### config.mk
export PLATFORM = sky130hd
export DESIGN_NAME = tlq_front
export DESIGN_NICKNAME = d
export VERILOG_FILES = /design/src/hdl/two_way_light_queue_server_core_macros.svh /design/src/hdl/tlq_pkg.sv /design/src/hdl/tlq_front.sv
export SDC_FILE = /design/constraint.sdc
export NUM_CORES = 1
export LEC_CHECK = 0
export BUFFER_PORTS_ARGS = -buffer_cell sky130_fd_sc_hd__buf_2
export CAP_MARGIN = 15
export CORE_AREA = 2 2 39 41
export CTS_CLUSTER_DIAMETER = 120
export CTS_CLUSTER_SIZE = 25
export DETAILED_ROUTE_END_ITERATION = 16
export DIE_AREA = 0 0 41 43
export SETUP_SLACK_MARGIN = 0.3
export SLEW_MARGIN = 10
export SYNTH_ARGS = -nofsm -noshare
export SYNTH_HDL_FRONTEND = slang
export SYNTH_SLANG_ARGS = --single-unit
### constraint.sdc
create_clock -name clk -period 1.3 [get_ports clk]
set_input_delay 0.13 -clock clk [delete_from_list [all_inputs] [get_ports clk]]
set_output_delay 0.13 -clock clk [all_outputs]
set_load 0.01 [all_outputs]
### src/hdl/two_way_light_queue_server_core_macros.svh
// Assertion helpers used by the queue server engine RTL
`ifndef TWO_WAY_LIGHT_QUEUE_SERVER_CORE_MACROS_SVH
`define TWO_WAY_LIGHT_QUEUE_SERVER_CORE_MACROS_SVH

`ifndef SYNTH
`define TLQ_ASSERT_IMPL(label, clk, rst_n, ant, cons, msg) \
    label: assert property (@(posedge clk) disable iff (!rst_n) (ant) |-> (cons)) \
        else $error(msg);
`define TLQ_ASSERT_NEXT(label, clk, rst_n, ant, cons, msg) \
    label: assert property (@(posedge clk) disable iff (!rst_n) (ant) |=> (cons)) \
        else $error(msg);
`else
`define TLQ_ASSERT_IMPL(label, clk, rst_n, ant, cons, msg)
`define TLQ_ASSERT_NEXT(label, clk, rst_n, ant, cons, msg)
`endif

`endif

### src/hdl/tlq_pkg.sv
`timescale 1ns / 1ps
package tlq_pkg;

    localparam int QUEUE_DEPTH = 512;
    localparam int PTR_W       = $clog2(QUEUE_DEPTH);
    localparam int CNT_W       = $clog2(QUEUE_DEPTH + 1);
    localparam int PHASE_W     = 10;
    localparam int TIME_W      = 16;
    localparam int TOTAL_W     = 32;

    localparam logic [PHASE_W-1:0] GREEN_RESET = PHASE_W'(10);
    localparam logic [TIME_W-1:0]  MAX16       = '1;
    localparam logic [TOTAL_W-1:0] MAX32       = '1;

    typedef enum logic [0:0] {
        CFG_LEFT_GREEN  = 1'b0,
        CFG_RIGHT_GREEN = 1'b1
    } cfg_addr_t;

    typedef enum logic [1:0] {
        SERVED_NONE  = 2'd0,
        SERVED_LEFT  = 2'd1,
        SERVED_RIGHT = 2'd2
    } serve_t;

    typedef struct packed {
        logic left_arrival;
        logic right_arrival;
        logic drain_phase;
    } in_item_t;

    typedef struct packed {
        logic arrive_left;
        logic arrive_right;
        logic drain;
    } cmd_t;

    typedef struct packed {
        logic               light_side;
        serve_t             served_side;
        logic [TIME_W-1:0]  served_wait;
        logic [TIME_W-1:0]  left_vehicles;
        logic [TIME_W-1:0]  right_vehicles;
        logic [TOTAL_W-1:0] left_wait_total;
        logic [TOTAL_W-1:0] right_wait_total;
        logic [TIME_W-1:0]  left_max_wait;
        logic [TIME_W-1:0]  right_max_wait;
        logic [TIME_W-1:0]  left_clearance;
        logic [TIME_W-1:0]  right_clearance;
        logic               queues_empty;
    } result_t;

endpackage

### src/hdl/tlq_front.sv
`timescale 1ns / 1ps
module tlq_front (
    input  logic              clk,
    input  logic              rst_n,
    input  logic              push,
    output logic              full,
    input  tlq_pkg::in_item_t item,
    output logic              cmd_valid,
    output tlq_pkg::cmd_t     cmd,
    input  logic              cmd_take
);

    tlq_pkg::cmd_t slot_reg [2];
    logic          wr_ptr_reg, wr_ptr_next;
    logic          rd_ptr_reg, rd_ptr_next;
    logic [1:0]    count_reg, count_next;
    logic          do_push, do_take;
    tlq_pkg::cmd_t decoded;

    // drop arrivals once the drain phase has begun
    always_comb
    begin
        decoded.arrive_left  = item.left_arrival & ~item.drain_phase;
        decoded.arrive_right = item.right_arrival & ~item.drain_phase;
        decoded.drain        = item.drain_phase;
    end

    assign full      = (count_reg == 2'd2);
    assign cmd_valid = (count_reg != 2'd0);
    assign cmd       = slot_reg[rd_ptr_reg];
    assign do_push   = push && !full;
    assign do_take   = cmd_take && cmd_valid;

    always_comb
    begin
        wr_ptr_next = wr_ptr_reg ^ do_push;
        rd_ptr_next = rd_ptr_reg ^ do_take;
        count_next  = count_reg + {1'b0, do_push} - {1'b0, do_take};
    end

    always_ff @(posedge clk or negedge rst_n)
    begin
        if (!rst_n)
        begin
            wr_ptr_reg <= 1'b0;
            rd_ptr_reg <= 1'b0;
            count_reg  <= 2'd0;
        end
        else
        begin
            wr_ptr_reg <= wr_ptr_next;
            rd_ptr_reg <= rd_ptr_next;
            count_reg  <= count_next;
        end
    end

    always_ff @(posedge clk)
    begin
        if (do_push)
        begin
            slot_reg[wr_ptr_reg] <= decoded;
        end
    end

endmodule

# After elaboration in Yosys (flattened, before gate mapping)
# Memory sizes are Yosys's and may differ from the RTL's.
# Index checks and enable logic that the tools add are counted.
# op_classes
add_sub_neg,2
bitwise,5
n_reduce_logical,4
eq_ne,1
mux,2
# ops
op,n
2-bit by 1-bit adder with 2-bit output,1
1-bit AND,2
"2-bit equality test, second input constant",1
1-bit logical AND,2
1-bit 2-to-1 mux,2
2-bit nonzero test,1
2-bit by 1-bit subtractor with 2-bit output,1
1-bit XOR,2
1-bit zero test,1
1-bit inverter,1
# totals
word_cells,18
ramBits,6
in_bits,7
n_memories,1
reg_bits,4
# mem_list
name,words,width,rd,rd_clocked_by_memory_dff,write_ports,line_no,rtl
slot_reg,2,3,1,0,1,tlq_front.sv:13,tlq_pkg::cmd_t slot_reg [2];

# Longest topological paths before layout
# Gate-level depths: netlist of run 1.
# depth
ltp_word,5
ltp_mapped,7
depth_no_buf,7

# Worst setup path before layout of run 1
# No wires, ideal clock.
# synth_timing
kind,register to register
from,register count_reg[1]
to,register count_reg[1]
required_time_ps,1177
path_stages_with_launch,7
path_buffers,0
arrival_time_ps,1325
setup_slack_ps,-148
cell_sequence,dfrtp_1 > o21a_2 > ha_1 > inv_1 > ha_1 > xnor2_1 > xnor2_1
# synth_via
elab_chain_len,5
elab_cells_between_ends,7
cone_classes,add/sub: 2; eq/ne: 1; reduce/logical: 4
# synth_lines
element,line_no,rtl
start: declaration,tlq_front.sv:16,"logic [1:0] count_reg, count_next;"
start signal: assignment,tlq_front.sv:53,count_reg <= count_next;
2-bit equality test,tlq_front.sv:28,assign full = (count_reg == 2'd2);
1-bit zero test,tlq_front.sv:31,assign do_push = push && !full;
1-bit logical AND,tlq_front.sv:31,
2-bit by 1-bit adder with 2-bit output,tlq_front.sv:38,"count_next = count_reg + {1'b0, do_push} - {1'b0, do_take};"
2-bit by 1-bit subtractor with 2-bit output *,tlq_front.sv:38,
net count_next[1],tlq_front.sv:16,
# The timed path passes the listed nets; every way through them passes the cells marked *.

# Worst setup path in the final report of run 1
# Same ends and word-level chain as after synthesis.

==> metrics.txt, run 1 <==
area leader, netlist edfxtp_1; final std cells w/o fill 68; Fill cells approximately 120; synth top area cells edfxtp_1 40%, dfrtp_1 22%, ha_1 11%; Worst-path clk slew 0.07 ns; 1st-iter DRT viols 0; crit path max fanout 4; critical path endpoint category flip-flop; crit path time final 1.505 ns; chip width slightly above 40 um; worst skew pair latency 0.26 ns; area grow syn2layout 59.61%; hold path cells 1; end-of-flow core utilization 51.81%; most common cell after layout, fill and taps aside buf_2; cell count after synthesis 31; placed cell area 561.8 um2; DIE AREA 1763 um2; drt first pass iters 1; max cap viols 0; Setup Viol. Count Final 2; # port buffers 11; syn_area_per_cell 14.49 um2; Post-Syn Area 449.2 um2; #FFs+latches synth 10; Mapped Nets 42; routed vias/inst 4.147; max FFs per register 6; clk root buf clkbuf_4; Ports 12; first-pass GRT wire length 1.090 mm; Final nets 64; CTS Buf Count 3; R2R depth 6; TNS Setup -0.2167 ns; H-tree depth 1; register area share after synthesis 62.40%; top cell type's share of synthesized area 40.11%; post-place setup slack -0.1761 ns; Pwr Density about 2300 nW/um2; Netlist cell types 13; WL final around 720 um; Final Skew roughly 0.003 ns; layout cells sized above 1 67.31%; Setup Crit Path Kind reg -> reg; max frequency 664.4 MHz; final hold violations 0; gp weighted congestion 0.5700; Die H 43 um; placed cells 61; Min-Delay Path Class in -> reg; period utilization 115.8%; unrepaired setup endpoints after global routing yes; site row count 14; drt drc 0; largest net degree at the start of global routing 7; Worst IR Drop VDD ~0.0014 V; WHS 0.09251 ns; Crit path arrival time roughly 1.7 ns; Static Leak about 0.31 nW; post-detail-place hpwl 491.2 um; clock tree from TritonCTS done; total design power ~1.7 mW; CTS sink cnt 10; Synth warnings 0; Worst Max-Slew Pin Slew 0.1517 ns; global route total overflow 0; Final ANT Viol Nets 0; worst path required time between 1 and 1.5 ns; worst setup margin -0.2051 ns; initial antenna violation count 0; initial core utilization around a third; final instance area 716.9 um2; global-route usage over all layers a little under a tenth; most frequent cells in the layout 7 x buf_2, 6 x edfxtp_1, 5 x buf_6; Antenna diodes 0; vias in the first global route 266; Longest Clk Path Bufs 2; failing checks negative setup slack; Slew Viols, Final 0; wire length per cell 10.63 um; via count approximately 280; CP Launch Type flip-flop; max-slew headroom at the worst pin between 80 and 90%; run status finished with violations; Core ar. 1384 um2
[worst max-delay path, cell delays in order (launching register included)]
cell and delay, ns:
dfrtp_2 0.45, o21a_4 0.24, ha_4 0.26, inv_4 0.03
ha_4 0.15, xnor2_2 0.13, xnor2_1 0.13
[kinds of logic after synthesis]
logic type	count (synthesis)	synth area share, %
flops	10	62.40
simple gates	6	7.801
fa+ha+maj	4	11.14
xor+xnor	3	5.851
buf+inv	4	3.342
compound gates	1	1.950
mux	3	7.520
[per-layer routing]
layer / share of wire, % / global-route usage [%] / wire length (um) / vias up
met2: 57 / 15.31 / 413 / 9
met5: 0 / 0 / 0 / -
met3: 4.8 / 3.141 / 35 / 0
li1: - / - / - / 144
met1: 38 / 11.34 / 274 / 129
met4: 0 / 2.000 / 0 / 0
[cell type report]
cell class	instances	area, um2	share of cell area, %
clock buffers	3	22.52	3.141
well taps	16	20.02	2.792
multi-input cells	17	239.0	33.33
inverters	4	17.52	2.443
clock inverters	1	3.754	0.5236
flip-flops and latches	10	282.8	39.44
repair buffers	17	131.4	18.32
[power by group]
part / switching, mW / internal [mW]
sequential: 0.106 / 0.467
clock: 0.103 / 0.111
combinational: 0.317 / 0.547
[path summary, 6_finish.rpt]
path                                         from                        to  slack [ns]
min in group asynchronous                   rst_n    count_reg[0]$_DFF_PN0_        0.21
min                                       item[0]  slot_reg[1][0]$_DFFE_PP_        0.09
min reg2reg                count_reg[1]$_DFF_PN0_    count_reg[1]$_DFF_PN0_        0.56
max                        count_reg[1]$_DFF_PN0_    count_reg[1]$_DFF_PN0_       -0.21
max reg2reg                count_reg[1]$_DFF_PN0_    count_reg[1]$_DFF_PN0_       -0.21
max in group asynchronous                   rst_n      rd_ptr_reg$_DFF_PN0_        0.95
[synth_stat cells]
library cell	count
ha_1	4
o21a_2	1
xor2_1	1
or2_1	1
xnor2_1	2
edfxtp_1	6
dfrtp_1	4
inv_1	4
nand2b_1	1
nand2_1	1
and2_1	1
mux2_1	3
nor2b_1	2
[timing repair]
item	4_1_cts	5_1_grt
hold buffers	1	0
setup endpoints to repair	15	15
buffers inserted	2	0
pin swaps	6	0
endpoints found under the hold margin	4	0
resized for setup	10	11
(Power assumes the default switching activity.)
==> run 2, diff against run 1 <==
ABC_AREA = 1   (was default)
==> run 2 against run 1 <==
  * The flow still finishes with violations (negative setup slack)
  * Routed wire length grew 21%
  * Combinational power grew 10%
  * Total power grew 3.1%
  * Core utilization grew 3.3 points
  * Hold slack is essentially flat
  * Final cell count grew 34%
  * Via count grew 34%
  * Synthesized area grew 7.5%
  * Synthesized cell count grew 61%
  * Clock power shrank 5%
  * Die area is the same
  * Worst setup slack gained 0.18 ns
==> metrics.txt, run 2 <==
layout cells sized above 1 57.33%; start point of the worst hold path item[0]; max-slew headroom at the worst pin 88.49%; WHS about 0.093 ns; global route total overflow 0; Slew Viols, Final 0; max frequency approximately 760 MHz; placed cell area 605.6 um2; WHS Endpoint slot_reg[1][0]$_DFFE_PP_; hold path cells 1; total design power 1.702 mW; clk root buf clkbuf_4; run status finished with violations; Post-synth EDFFs 6; register area share after synthesis 58.03%; crit path max fanout 3; #FFs+latches synth 10; Post-synth ARST share about two fifths; Ports 12; CP Launch Type flip-flop; Setup Crit Path Kind reg -> reg; Setup Viol. Count Final 2; WP buf/inv 3; most common cell after layout, fill and taps aside nand2_1; H-tree depth 1; 1st-iter DRT viols 5; final hold violations 0; DIE AREA 1763 um2; most frequent CP cell inv_2; reg2reg end count_reg[1]$_DFF_PN0_; CTS sink cnt 10; via count 377; Static Leak 0.3757 nW; cell count after synthesis 50; unrepaired setup endpoints after global routing yes; initial antenna violation count 0; Crit path arrival time 1.47 ns; critical path endpoint category flip-flop; routed vias/inst slightly above 4; gp weighted congestion 0.6309; area leader, netlist edfxtp_1; post-place setup slack -0.05160 ns; Worst-path clk slew 0.06 ns; first-pass GRT wire length 1.380 mm; Mapped Nets 61; worst setup margin -0.02248 ns; Longest Clk Path Bufs 2; Pwr Density approximately 2200 nW/um2; critical path's top delay family adder cells; Post-Syn Area ~480 um2; Final nets 87; most frequent cells in the layout 15 x nand2_1, 10 x buf_2, 7 x inv_2; Max stage delay cell, worst path dfrtp_1; count leader, synth nand2_1; worst r2r src count_reg[1]$_DFF_PN0_; synth top area cells edfxtp_1 37%, dfrtp_1 21%, nand2_1 12%; critical path depth 9; area grow syn2layout 58.03%; max cap viols 0; crit path time final 1.322 ns; Primary FF master, synth edfxtp_1; max FFs per register 6; largest net degree at the start of global routing 7; failing checks negative setup slack; site row count 14; Netlist cell types 11; worst path required time 1.45 ns; worst skew pair latency between 0.2 and 0.3 ns; CTS Buf Count 3; top cell type's share of synthesized area 37.31%; global-route usage over all layers a little under an eighth; Final Skew 0.003396 ns; Core ar. 1384 um2; R2R Setup Slk -0.02 ns; Worst Max-Slew Pin Slew roughly 0.17 ns; wire length per cell 9.593 um; R2R depth 9; WL final slightly below 900 um; Worst IR Drop VDD 0.0008415 V; Antenna diodes 0; chip width around 41 um; most frequent cells after synthesis 16 x nand2_1, 10 x inv_1, 6 x edfxtp_1; # port buffers 11; initial core utilization between 30% and 40%; vias in the first global route 355; Min-Delay Path Class in -> reg; drt drc 0; Synth warnings 0; Final ANT Viol Nets 0; drt first pass iters 3; Die H 43 um; end-of-flow core utilization between 50% and 60%; CP Cell Sequence inv_2 > nand2_4 > nand2_4 > inv_2 > ha_4 > inv_2 > ha_4 > nand3_2 > nand2_1; final instance area 763.2 um2; post-detail-place hpwl 561.7 um; clock tree from TritonCTS done; syn_area_per_cell 9.659 um2; period utilization 101.7%; CP max stage delay 0.39 ns
## run 2: layout make-up
cell class / instances / area, um2
Timing Repair Buffer: 21 / 150.1
Multi-Input combinational cell: 28 / 235.2
Tap cell: 16 / 20.02
Clock inverter: 1 / 3.754
Sequential cell: 10 / 281.5
Inverter: 12 / 50.05
Clock buffer: 3 / 22.52
Fill cell: 117 / 620.6
## run 2: cell families after synthesis
family          synth area share, %
simple gates                  20.47
buf+inv                       9.328
flops                         58.03
fa+ha+maj                     10.36
compound gates                1.814
## run 2: where the power goes
part	internal (mW)	total, mW	switching, mW
Sequential	0.461	0.546	0.0848
Combinational	0.492	0.952	0.460
Clock	0.110	0.204	0.0942
Total	1.06	1.70	0.639
## run 2: worst max-delay path by stage
stage,slack [ns],to,from
floorplan,-0.02,count_reg[1]$_DFF_PN0_,count_reg[0]$_DFF_PN0_
global placement,-0.04,count_reg[1]$_DFF_PN0_,count_reg[1]$_DFF_PN0_
detailed placement,-0.05,count_reg[1]$_DFF_PN0_,count_reg[1]$_DFF_PN0_
CTS,-0.006,count_reg[1]$_DFF_PN0_,count_reg[1]$_DFF_PN0_
global route,-0.11,count_reg[1]$_DFF_PN0_,count_reg[1]$_DFF_PN0_
finish,-0.02,count_reg[1]$_DFF_PN0_,count_reg[1]$_DFF_PN0_
## run 2: stage by stage
| step | TNS (ns) | std cells |
|---|---|---|
| 2_1_floorplan | -0.02823 | 50 |
| 3_3_place_gp | -0.04524 | 81 |
| 3_5_place_dp | -0.06898 | 81 |
| 4_1_cts | -0.005886 | 90 |
| 5_1_grt | -0.5355 | 91 |
| 6_report | -0.03573 | 91 |
## run 2: per-layer routing
metal  wire length (um)  global-route usage (%)
met1                344                   11.60
met2                492                   21.25
met3                 35                  0.5236
met4                  0                   8.000
met5                  0                       0
## run 2: what timing repair did
action                                  4_1_cts  5_1_grt
pin swaps                                     7        7
endpoints found under the hold margin         4        0
buffers inserted                              4        1
gates resized for setup                      14        7
cloned                                        0        0
endpoints found under the setup margin       14       15
hold buffers                                  1        0
