## config.mk

```make
export PLATFORM = sky130hd
export DESIGN_NAME = tlq_result_queue
export DESIGN_NICKNAME = d
export VERILOG_FILES = /design/src/hdl/two_way_light_queue_server_core_macros.svh /design/src/hdl/tlq_pkg.sv /design/src/hdl/tlq_result_queue.sv
export SDC_FILE = /design/constraint.sdc
export NUM_CORES = 1
export LEC_CHECK = 0
export ABC_AREA = 0
export BUFFER_PORTS_ARGS = -buffer_cell sky130_fd_sc_hd__buf_2
export CORE_MARGIN = 5
export CORE_UTILIZATION = 40
export DETAILED_ROUTE_END_ITERATION = 8
export PLACE_DENSITY = 0.67
export SYNTH_ARGS = -nofsm -noshare
export SYNTH_HDL_FRONTEND = slang
export SYNTH_SLANG_ARGS = --single-unit
```

## constraint.sdc

```tcl
create_clock -name clk -period 7.15 [get_ports clk]
set_input_delay 1.7875 -clock clk [delete_from_list [all_inputs] [get_ports clk]]
set_output_delay 1.7875 -clock clk [all_outputs]
set_load 0.01 [all_outputs]
```

## src/hdl/two_way_light_queue_server_core_macros.svh

```systemverilog
// Assertion helpers used by the queue server engine RTL
`ifndef TWO_WAY_LIGHT_QUEUE_SERVER_CORE_MACROS_SVH
`define TWO_WAY_LIGHT_QUEUE_SERVER_CORE_MACROS_SVH

`ifndef SYNTH
`define TLQ_ASSERT_IMPL(label, clk, rst_n, ant, cons, msg) \
    label: assert property (@(posedge clk) disable iff (!rst_n) (ant) |-> (cons)) \
        else $error(msg);
`define TLQ_ASSERT_NEXT(label, clk, rst_n, ant, cons, msg) \
    label: assert property (@(posedge clk) disable iff (!rst_n) (ant) |=> (cons)) \
        else $error(msg);
`else
`define TLQ_ASSERT_IMPL(label, clk, rst_n, ant, cons, msg)
`define TLQ_ASSERT_NEXT(label, clk, rst_n, ant, cons, msg)
`endif

`endif

```

## src/hdl/tlq_pkg.sv

```systemverilog
`timescale 1ns / 1ps
package tlq_pkg;

    localparam int QUEUE_DEPTH = 512;
    localparam int PTR_W       = $clog2(QUEUE_DEPTH);
    localparam int CNT_W       = $clog2(QUEUE_DEPTH + 1);
    localparam int PHASE_W     = 10;
    localparam int TIME_W      = 16;
    localparam int TOTAL_W     = 32;

    localparam logic [PHASE_W-1:0] GREEN_RESET = PHASE_W'(10);
    localparam logic [TIME_W-1:0]  MAX16       = '1;
    localparam logic [TOTAL_W-1:0] MAX32       = '1;

    typedef enum logic [0:0] {
        CFG_LEFT_GREEN  = 1'b0,
        CFG_RIGHT_GREEN = 1'b1
    } cfg_addr_t;

    typedef enum logic [1:0] {
        SERVED_NONE  = 2'd0,
        SERVED_LEFT  = 2'd1,
        SERVED_RIGHT = 2'd2
    } serve_t;

    typedef struct packed {
        logic left_arrival;
        logic right_arrival;
        logic drain_phase;
    } in_item_t;

    typedef struct packed {
        logic arrive_left;
        logic arrive_right;
        logic drain;
    } cmd_t;

    typedef struct packed {
        logic               light_side;
        serve_t             served_side;
        logic [TIME_W-1:0]  served_wait;
        logic [TIME_W-1:0]  left_vehicles;
        logic [TIME_W-1:0]  right_vehicles;
        logic [TOTAL_W-1:0] left_wait_total;
        logic [TOTAL_W-1:0] right_wait_total;
        logic [TIME_W-1:0]  left_max_wait;
        logic [TIME_W-1:0]  right_max_wait;
        logic [TIME_W-1:0]  left_clearance;
        logic [TIME_W-1:0]  right_clearance;
        logic               queues_empty;
    } result_t;

endpackage

```

## src/hdl/tlq_result_queue.sv

```systemverilog
`timescale 1ns / 1ps
module tlq_result_queue (
    input  logic             clk,
    input  logic             rst_n,
    input  logic             res_push,
    input  tlq_pkg::result_t res,
    output logic             res_full,
    output logic             empty,
    input  logic             pop,
    output tlq_pkg::result_t result
);

    tlq_pkg::result_t slot_reg [2];
    logic             wr_ptr_reg, wr_ptr_next;
    logic             rd_ptr_reg, rd_ptr_next;
    logic [1:0]       count_reg, count_next;
    logic             do_push, do_pop;

    assign res_full = (count_reg == 2'd2);
    assign empty    = (count_reg == 2'd0);
    assign result   = slot_reg[rd_ptr_reg];
    assign do_push  = res_push && !res_full;
    assign do_pop   = pop && !empty;

    always_comb
    begin
        wr_ptr_next = wr_ptr_reg ^ do_push;
        rd_ptr_next = rd_ptr_reg ^ do_pop;
        count_next  = count_reg + {1'b0, do_push} - {1'b0, do_pop};
    end

    always_ff @(posedge clk or negedge rst_n)
    begin
        if (!rst_n)
        begin
            wr_ptr_reg <= 1'b0;
            rd_ptr_reg <= 1'b0;
            count_reg  <= 2'd0;
        end
        else
        begin
            wr_ptr_reg <= wr_ptr_next;
            rd_ptr_reg <= rd_ptr_next;
            count_reg  <= count_next;
        end
    end

    always_ff @(posedge clk)
    begin
        if (do_push)
        begin
            slot_reg[wr_ptr_reg] <= res;
        end
    end

endmodule

```

### After elaboration in Yosys (flattened, before gate mapping)

Memories as Yosys holds them, arrays and structs flattened.
Index checks and enable logic that the tools add are counted.

| operators by class | value |
|---|---|
| bitwise logic cells | 2 |
| eq/ne operators | 1 |
| add/subtract/negate cells | 2 |
| reductions and logical operators | 5 |
| multiplexer cells | 2 |

Operators by type and width:

| cell | number |
|---|---|
| adder 2 x 1 -> 2 bit | 1 |
| == test 2 bit (second input constant) | 1 |
| logical AND 1 bit | 2 |
| zero test 1 bit | 2 |
| zero test 2 bit | 1 |
| two-way mux 1 bit | 2 |
| subtractor 2 x 1 -> 2 bit | 1 |
| XOR 1 bit | 2 |

| word-level totals | value |
|---|---|
| input port bits | 184 |
| output and inout port bits | 182 |
| memories kept | 1 |
| word-level logic and storage cells | 16 |
| RAM bits | 360 |
| bits in registers | 4 |

Memory list:

| memory | words | bits a word | rd ports | clocked after Yosys merged registers in | wr ports | line | source |
|---|---|---|---|---|---|---|---|
| slot_reg | 2 | 180 | 1 | 0 | 1 | tlq_result_queue.sv:13 | `tlq_pkg::result_t slot_reg [2];` |

### Logic depth before layout (Yosys ltp)

Gate-level depths: netlist of run 1.

| logic depth | value |
|---|---|
| depth after elaboration | 5 |
| depth in mapped cells | 7 |
| mapped depth without buffers | 7 |

### Worst setup path before layout of run 1

No wires, ideal clock.

| timing path | value |
|---|---|
| kind | in2reg |
| from | input res_push |
| to | memory slot_reg[1][0] (netlist name), enable pin |
| data required time | 6.587 ns |
| stages | 2 |
| library setup time | 0.563 ns |
| slack | 0.492 ns |
| path buffers | 0 |
| data arrival time | 6.095 ns |
| path through | and2_1 ha_1 |

| between the ends | value |
|---|---|
| longest elaborated chain between the ends | 3 |

Ends and longest elaborated chain:

| what | line | source |
|---|---|---|
| start: declaration | tlq_result_queue.sv:5 | `input logic res_push,` |
| logical AND 1 bit | tlq_result_queue.sv:22 | `assign do_push = res_push && !res_full;` |
| two-way mux 1 bit | tlq_result_queue.sv:50 | `if (do_push)` |
| two-way mux 1 bit (implied by the code) | tlq_result_queue.sv:52 | `slot_reg[wr_ptr_reg] <= res;` |
| end: declaration | tlq_result_queue.sv:13 |  |

No other way between the ends.

==> impl_metrics.tcl, run 1 <==
set metrics [dict create \
    io_buffers 365 \
    clk_transition_reported_paths_ns 0.06 \
    post_dp_cell_area_um2 15900 \
    finalWeightedCongestion 0.782 \
    worst_path_max_delay_cell "sky130_fd_sc_hd__dfrtp_4" \
    syn2layout_area_growth_pct 25.9 \
    num_ports 366 \
    worst_path_largest_cell_delay_ns 0.82 \
    ir_worst_vdd_v 0.000263 \
    grt_use_total_pct 14.1 \
    tritoncts_num_sinks 364 \
    synth_common_cells "sky130_fd_sc_hd__edfxtp_1, sky130_fd_sc_hd__mux2_2, sky130_fd_sc_hd__mux2_4, sky130_fd_sc_hd__buf_6, sky130_fd_sc_hd__buf_2" \
    synthesis.area_per_instance_um2 23.4 \
    final_hold_viol_count 0 \
    synth-seq-cells 364 \
    timing.critical_path.buf_inv 2 \
    postLayoutCellArea_um2 17100 \
    via_count 6699 \
    fp.dieH_um 194 \
    synthesis.area_um2 13600 \
    drt_pass1_iterations 6 \
    routed_via_density 4.62 \
    gate_power_share_pct 30.0 \
    detailed_route_iter0_violations 241 \
    std_cell_rows 67 \
    post_route_cells_drive_above_1_share_pct 60.6 \
    yosys_warnings 0 \
    path_cells "buf_4 > mux2_2 > buf_2" \
    p_per_area_nw_per_um2 413 \
    postCtsSetupRepairBufs 0 \
    fmaxAchievable_mhz 223 \
    finalClockSkew_ns 0.0157 \
    routed_wire_length_per_instance_um 19.1 \
    grt_pass1_wl_mm 41.3 \
    effective_utilization_at_floorplan_pct 40.4 \
    grt_start_max_net_pins 168 \
    dp.final_hpwl_mm 18.6 \
    worstSetupPathType "flop to primary output" \
    power.share.sequential_pct 43.7 \
    final_nets 1158 \
    power_report.internal_total_uw 5040 \
    yosysMostFrequentCell "sky130_fd_sc_hd__edfxtp_1" \
    area.sequential_um2 10900 \
    synthDominantCellAreaShare_pct 79.7 \
    timing.final.crit_period_ns 4.48 \
    run_status "completed" \
    full_die_area_um2 37700 \
    multi_input_comb_area_um2 2490 \
    whs_ns 0.546 \
    synth_nets 768 \
    antenna_found_initial 5 \
    required_ns 5.36 \
    antenna_left 0 \
    post-route-worst-setup-slack_ns 2.67 \
    critPathArrivalTime_ns 2.69 \
    synth_area_leaders "sky130_fd_sc_hd__edfxtp_1, sky130_fd_sc_hd__mux2_4, sky130_fd_sc_hd__mux2_2, sky130_fd_sc_hd__buf_6, sky130_fd_sc_hd__dfrtp_1" \
    timing.final.setup_violations 0 \
    grt_pass1_vias 7139 \
    seq_area_frac_synth_pct 80.4 \
    total_clock_buffers_created_by_cts 38 \
    count_of_flip_flops_with_a_built_in_enable_after_synthesis 360 \
    clk_network_pwr_share_pct 26.3 \
    measured_slew_at_the_worst_slew_check_pin_ns 1.09 \
    p_switching_uw 2010 \
    final_max_slew_viol_count 0 \
    chipWidth_um 194 \
    cts_root_buffer "sky130_fd_sc_hd__clkbuf_16" \
    async_flop_share_pct 1.10 \
    dominantRegCellSynth "sky130_fd_sc_hd__edfxtp_1" \
    critical_path_cell_count 3 \
    overflow 0 \
    power.switching_fraction_pct 28.5 \
    worst_hold_path_type "flop to flop" \
    core_area_um2 33500 \
    setup.worst_path.end_class "primary output" \
    grt_setup_unrepaired "false" \
    largest_register_ff_count 360 \
    final.fill_count 2800 \
    worstSkewPairLatency_ns 0.52 \
    reg2reg_depth 4 \
    pre_cts_slack_ns 3.17 \
    startpoint_type "flop" \
    ctsHtreeMaxLevel 2 \
    drt-total-wl_mm 27.7 \
    holdPathStages 1 \
    total_negative_slack_ns 0 \
    max_cap_viol_count 0 \
    clock_tree_buffer_depth 3 \
    cts_hold_repair.buffers 0 \
    cts_resized 0 \
    detail_route.drc_violations 0 \
    slew-limit-headroom_pct 27.3 \
    fin_crit_sh_pct 62.6 \
    synth_top_area_cell "sky130_fd_sc_hd__edfxtp_1" \
    power_leakage_uw 0.00660 \
    critPathTopFamily "buffers and inverters" \
    cts_tree "yes" \
    crit_path_max_fanout 51 \
    synth_cells 580 \
    synth_cell_type_count 15 \
]
final cells by class:
| type | instances | area share [%] |
|---|---|---|
| Sequential cell | 364 | 63.9 |
| Multi-Input combinational cell | 192 | 14.6 |
| Timing Repair Buffer | 370 | 11.1 |
| Clock buffer | 51 | 5.85 |
| Tap cell | 448 | 3.28 |
| Clock inverter | 17 | 1.06 |
| Inverter | 4 | 0.0879 |
| Antenna cell | 4 | 0.0586 |
worst register-to-register path, cell delays in order, from the launching register on:
cell and delay, ns:
sky130_fd_sc_hd__dfrtp_1 0.42, sky130_fd_sc_hd__nand2b_1 0.12, sky130_fd_sc_hd__and2_1 0.26, sky130_fd_sc_hd__ha_4 0.54, sky130_fd_sc_hd__buf_4 0.71
kinds of logic after synthesis:
| group | count (synthesis) | share of synthesized area (%) |
|---|---|---|
| compound gates | 1 | 0.0554 |
| buf+inv | 24 | 1.36 |
| flops | 364 | 80.4 |
| xor+xnor | 3 | 0.194 |
| mux | 180 | 17.4 |
| simple gates | 4 | 0.148 |
| fa+ha+maj | 4 | 0.369 |
cells in the final DEF (no fill, tap or decap), types with 3 or more instances in the layout:
| cell type | count |
|---|---|
| sky130_fd_sc_hd__clkinv_2 | 6 |
| sky130_fd_sc_hd__buf_2 | 365 |
| sky130_fd_sc_hd__clkbuf_16 | 38 |
| sky130_fd_sc_hd__buf_12 | 3 |
| sky130_fd_sc_hd__mux2_2 | 90 |
| sky130_fd_sc_hd__edfxtp_1 | 360 |
| sky130_fd_sc_hd__bufinv_16 | 3 |
| sky130_fd_sc_hd__diode_2 | 4 |
| sky130_fd_sc_hd__clkinv_1 | 3 |
| sky130_fd_sc_hd__inv_1 | 4 |
| sky130_fd_sc_hd__dfrtp_1 | 3 |
| sky130_fd_sc_hd__mux2_4 | 90 |
| sky130_fd_sc_hd__clkbuf_1 | 13 |
final timing paths:
kind | startpoint | end | slack [ns]
setup / recovery | rd_ptr_reg | result[23] | 2.67
hold / removal | count_reg[1] | count_reg[1] | 0.55
setup reg to reg | count_reg[1] | slot_reg[1][93] | 4.65
hold reg to reg | count_reg[1] | count_reg[1] | 0.55
max in group asynchronous | rst_n | rd_ptr_reg | 5.94
min in group asynchronous | rst_n | count_reg[0] | 1.06
metrics by stage:
step / cells / utilization, % / total power (uW)
final: 1450 / 50.9 / 7060
after global routing: 1449 / 50.9 / 7410
after CTS: 1446 / 50.9 / 7160
after detailed placement: 1378 / 47.4 / 5290
after global placement: 1378 / 47.4 / 5260
after floorplan: 580 / - / 4600
power groups by stage:
stage	clock network (uW)	registers, uW	logic [uW]
floorplan	0	3130	1470
global route	2010	3130	2270
CTS	1910	3090	2160
detailed placement	0	3140	2150
global placement	0	3120	2140
finish	1850	3090	2120
per-layer routing:
| metal | wire, um | track usage (%) |
|---|---|---|
| met5 | 20 | 0 |
| met4 | 576 | 4.45 |
| met3 | 2190 | 4.88 |
| met2 | 13400 | 23.1 |
| met1 | 11500 | 17.7 |
No activity file was read; power rests on OpenSTA's default activity.
==> run 2, diff against run 1 <==
clock period = 4.2 ns   (was 7.15 ns; I/O delays follow)
==> impl_metrics.tcl, run 2 (same netlist as run 1, synthesis figures left out) <==
set metrics [dict create \
    whs_ns 0.350 \
    clock_tree_buffer_depth 3 \
    fmaxAchievable_mhz 305 \
    largest_register_ff_count 360 \
    measured_slew_at_the_worst_slew_check_pin_ns 0.527 \
    run_status "completed" \
    effective_utilization_at_floorplan_pct 40.4 \
    layout_commonest_cell "sky130_fd_sc_hd__buf_2" \
    cts_tree "yes" \
    grt_pass1_vias 7281 \
    crit_path_max_fanout 67 \
    max_cap_viol_count 0 \
    num_ports 366 \
    number_of_instances_in_the_placed_design 1383 \
    final_nets 1163 \
    power_leakage_uw 0.00663 \
    core_area_um2 33500 \
    worstSkewPairLatency_ns 0.50 \
    drt-total-wl_mm 27.6 \
    antenna_left 0 \
    stdcell_count 1452 \
    required_ns 3.15 \
    finalClockSkew_ns 0.00899 \
    full_die_area_um2 37700 \
    p_per_area_nw_per_um2 701 \
    startpoint_type "flop" \
    std_cell_rows 67 \
    antenna_found_initial 4 \
    clk_transition_reported_paths_ns 0.06 \
    grt_pass1_wl_mm 41.9 \
    grt_use_total_pct 14.0 \
    post_route_cells_drive_above_1_share_pct 60.6 \
    timing.final.setup_violations 0 \
    routed_wire_length_per_instance_um 19.0 \
    grt_start_max_net_pins 76 \
    detail_route.drc_violations 0 \
    overflow 0 \
    fin_crit_sh_pct 78.0 \
    fp.dieH_um 194 \
    detailed_route_iter0_violations 276 \
    via_count 6728 \
    critPathArrivalTime_ns 2.23 \
    setup.worst_path.end_class "primary output" \
    drt_pass1_iterations 4 \
    finalWeightedCongestion 0.769 \
    area.sequential_um2 10900 \
    chipWidth_um 194 \
    worstSetupPathType "flop to primary output" \
    final_max_slew_viol_count 0 \
    cts_root_buffer "sky130_fd_sc_hd__clkbuf_16" \
    io_buffers 365 \
    timing.final.crit_period_ns 3.28 \
    cts_resized 0 \
    worst_hold_path_type "primary input to asynchronous set/reset pin" \
    ir_worst_vdd_v 0.000422 \
    final.fill_count 2792 \
    total_clock_buffers_created_by_cts 38 \
    multi_input_comb_area_um2 2490 \
    total_negative_slack_ns 0 \
    syn2layout_area_growth_pct 26.2 \
    dp.final_hpwl_mm 18.9 \
    grt_setup_unrepaired "false" \
    cts_hold_repair.buffers 0 \
    ctsHtreeMaxLevel 2 \
    slew-limit-headroom_pct 64.9 \
    final_hold_viol_count 0 \
    tritoncts_num_sinks 364 \
    routed_via_density 4.63 \
    postCtsSetupRepairBufs 0 \
    layout_common_cells "sky130_fd_sc_hd__buf_2, sky130_fd_sc_hd__edfxtp_1, sky130_fd_sc_hd__mux2_2, sky130_fd_sc_hd__mux2_4, sky130_fd_sc_hd__clkbuf_16" \
]
==> run 2: cell types whose count changed in the layout (fill, tap and decap cells not counted), sizes merged <==
cell,before,now
clkinv,10,16
buf,370,375
clkbuf,51,48
clkinvlp,2,0
diode,4,2
bufinv,3,2
inv,6,5
==> run 2: final cells by class <==
cell class | count | share of cell area (%)
sequential | 364 | 63.8
multi-input combinational | 192 | 14.6
timing repair buffer | 375 | 11.6
clock buffer | 48 | 5.90
tap | 448 | 3.28
clock inverter | 19 | 0.804
inverter | 4 | 0.0877
antenna | 2 | 0.0292
==> run 2: report_power, final <==
part,internal [uW],switching (uW),total [uW]
Combinational,1780,1940,3720
Clock,1820,1260,3080
Sequential,4960,226,5190
Total,8560,3430,12000
==> run 2: per-layer routing <==
| layer | up-vias | part of all wire (%) | track usage, % |
|---|---|---|---|
| met5 | - | 0.098 | 0 |
| met4 | 4 | 2.5 | 4.24 |
| met3 | 53 | 7.7 | 4.40 |
| met2 | 271 | 49 | 23.3 |
| met1 | 3299 | 41 | 17.8 |
| li1 | 3101 | - | - |
==> run 2: metrics by stage <==
| stage | setup WS [ns] | util, % | area, um2 | power (uW) |
|---|---|---|---|---|
| floorplan | -1.72 | - | 13600 | 7840 |
| global placement | 1.45 | 47.6 | 16000 | 9010 |
| detailed placement | 1.43 | 47.6 | 16000 | 9070 |
| CTS | 0.871 | 51.0 | 17100 | 12200 |
| global route | 0.827 | 51.0 | 17100 | 12600 |
| finish | 0.923 | 51.0 | 17100 | 12000 |
==> run 2: path summary, 6_finish.rpt <==
path	slack (ns)	end	cells after the start	start
max	0.92	result[179]	3	rd_ptr_reg
min	0.35	rd_ptr_reg	1	rst_n
max reg2reg	2.10	slot_reg[1][58]	4	count_reg[1]
min reg2reg	0.53	count_reg[1]	1	count_reg[1]
max in group asynchronous	3.70	rd_ptr_reg	1	rst_n
min in group clk	0.53	count_reg[1]	1	count_reg[1]
==> run 2: worst max-delay path, stage by stage (launching register included) <==
cell and delay, ns:
sky130_fd_sc_hd__dfrtp_4 0.66, sky130_fd_sc_hd__buf_12 0.48, sky130_fd_sc_hd__mux2_2 0.39, sky130_fd_sc_hd__buf_2 0.14
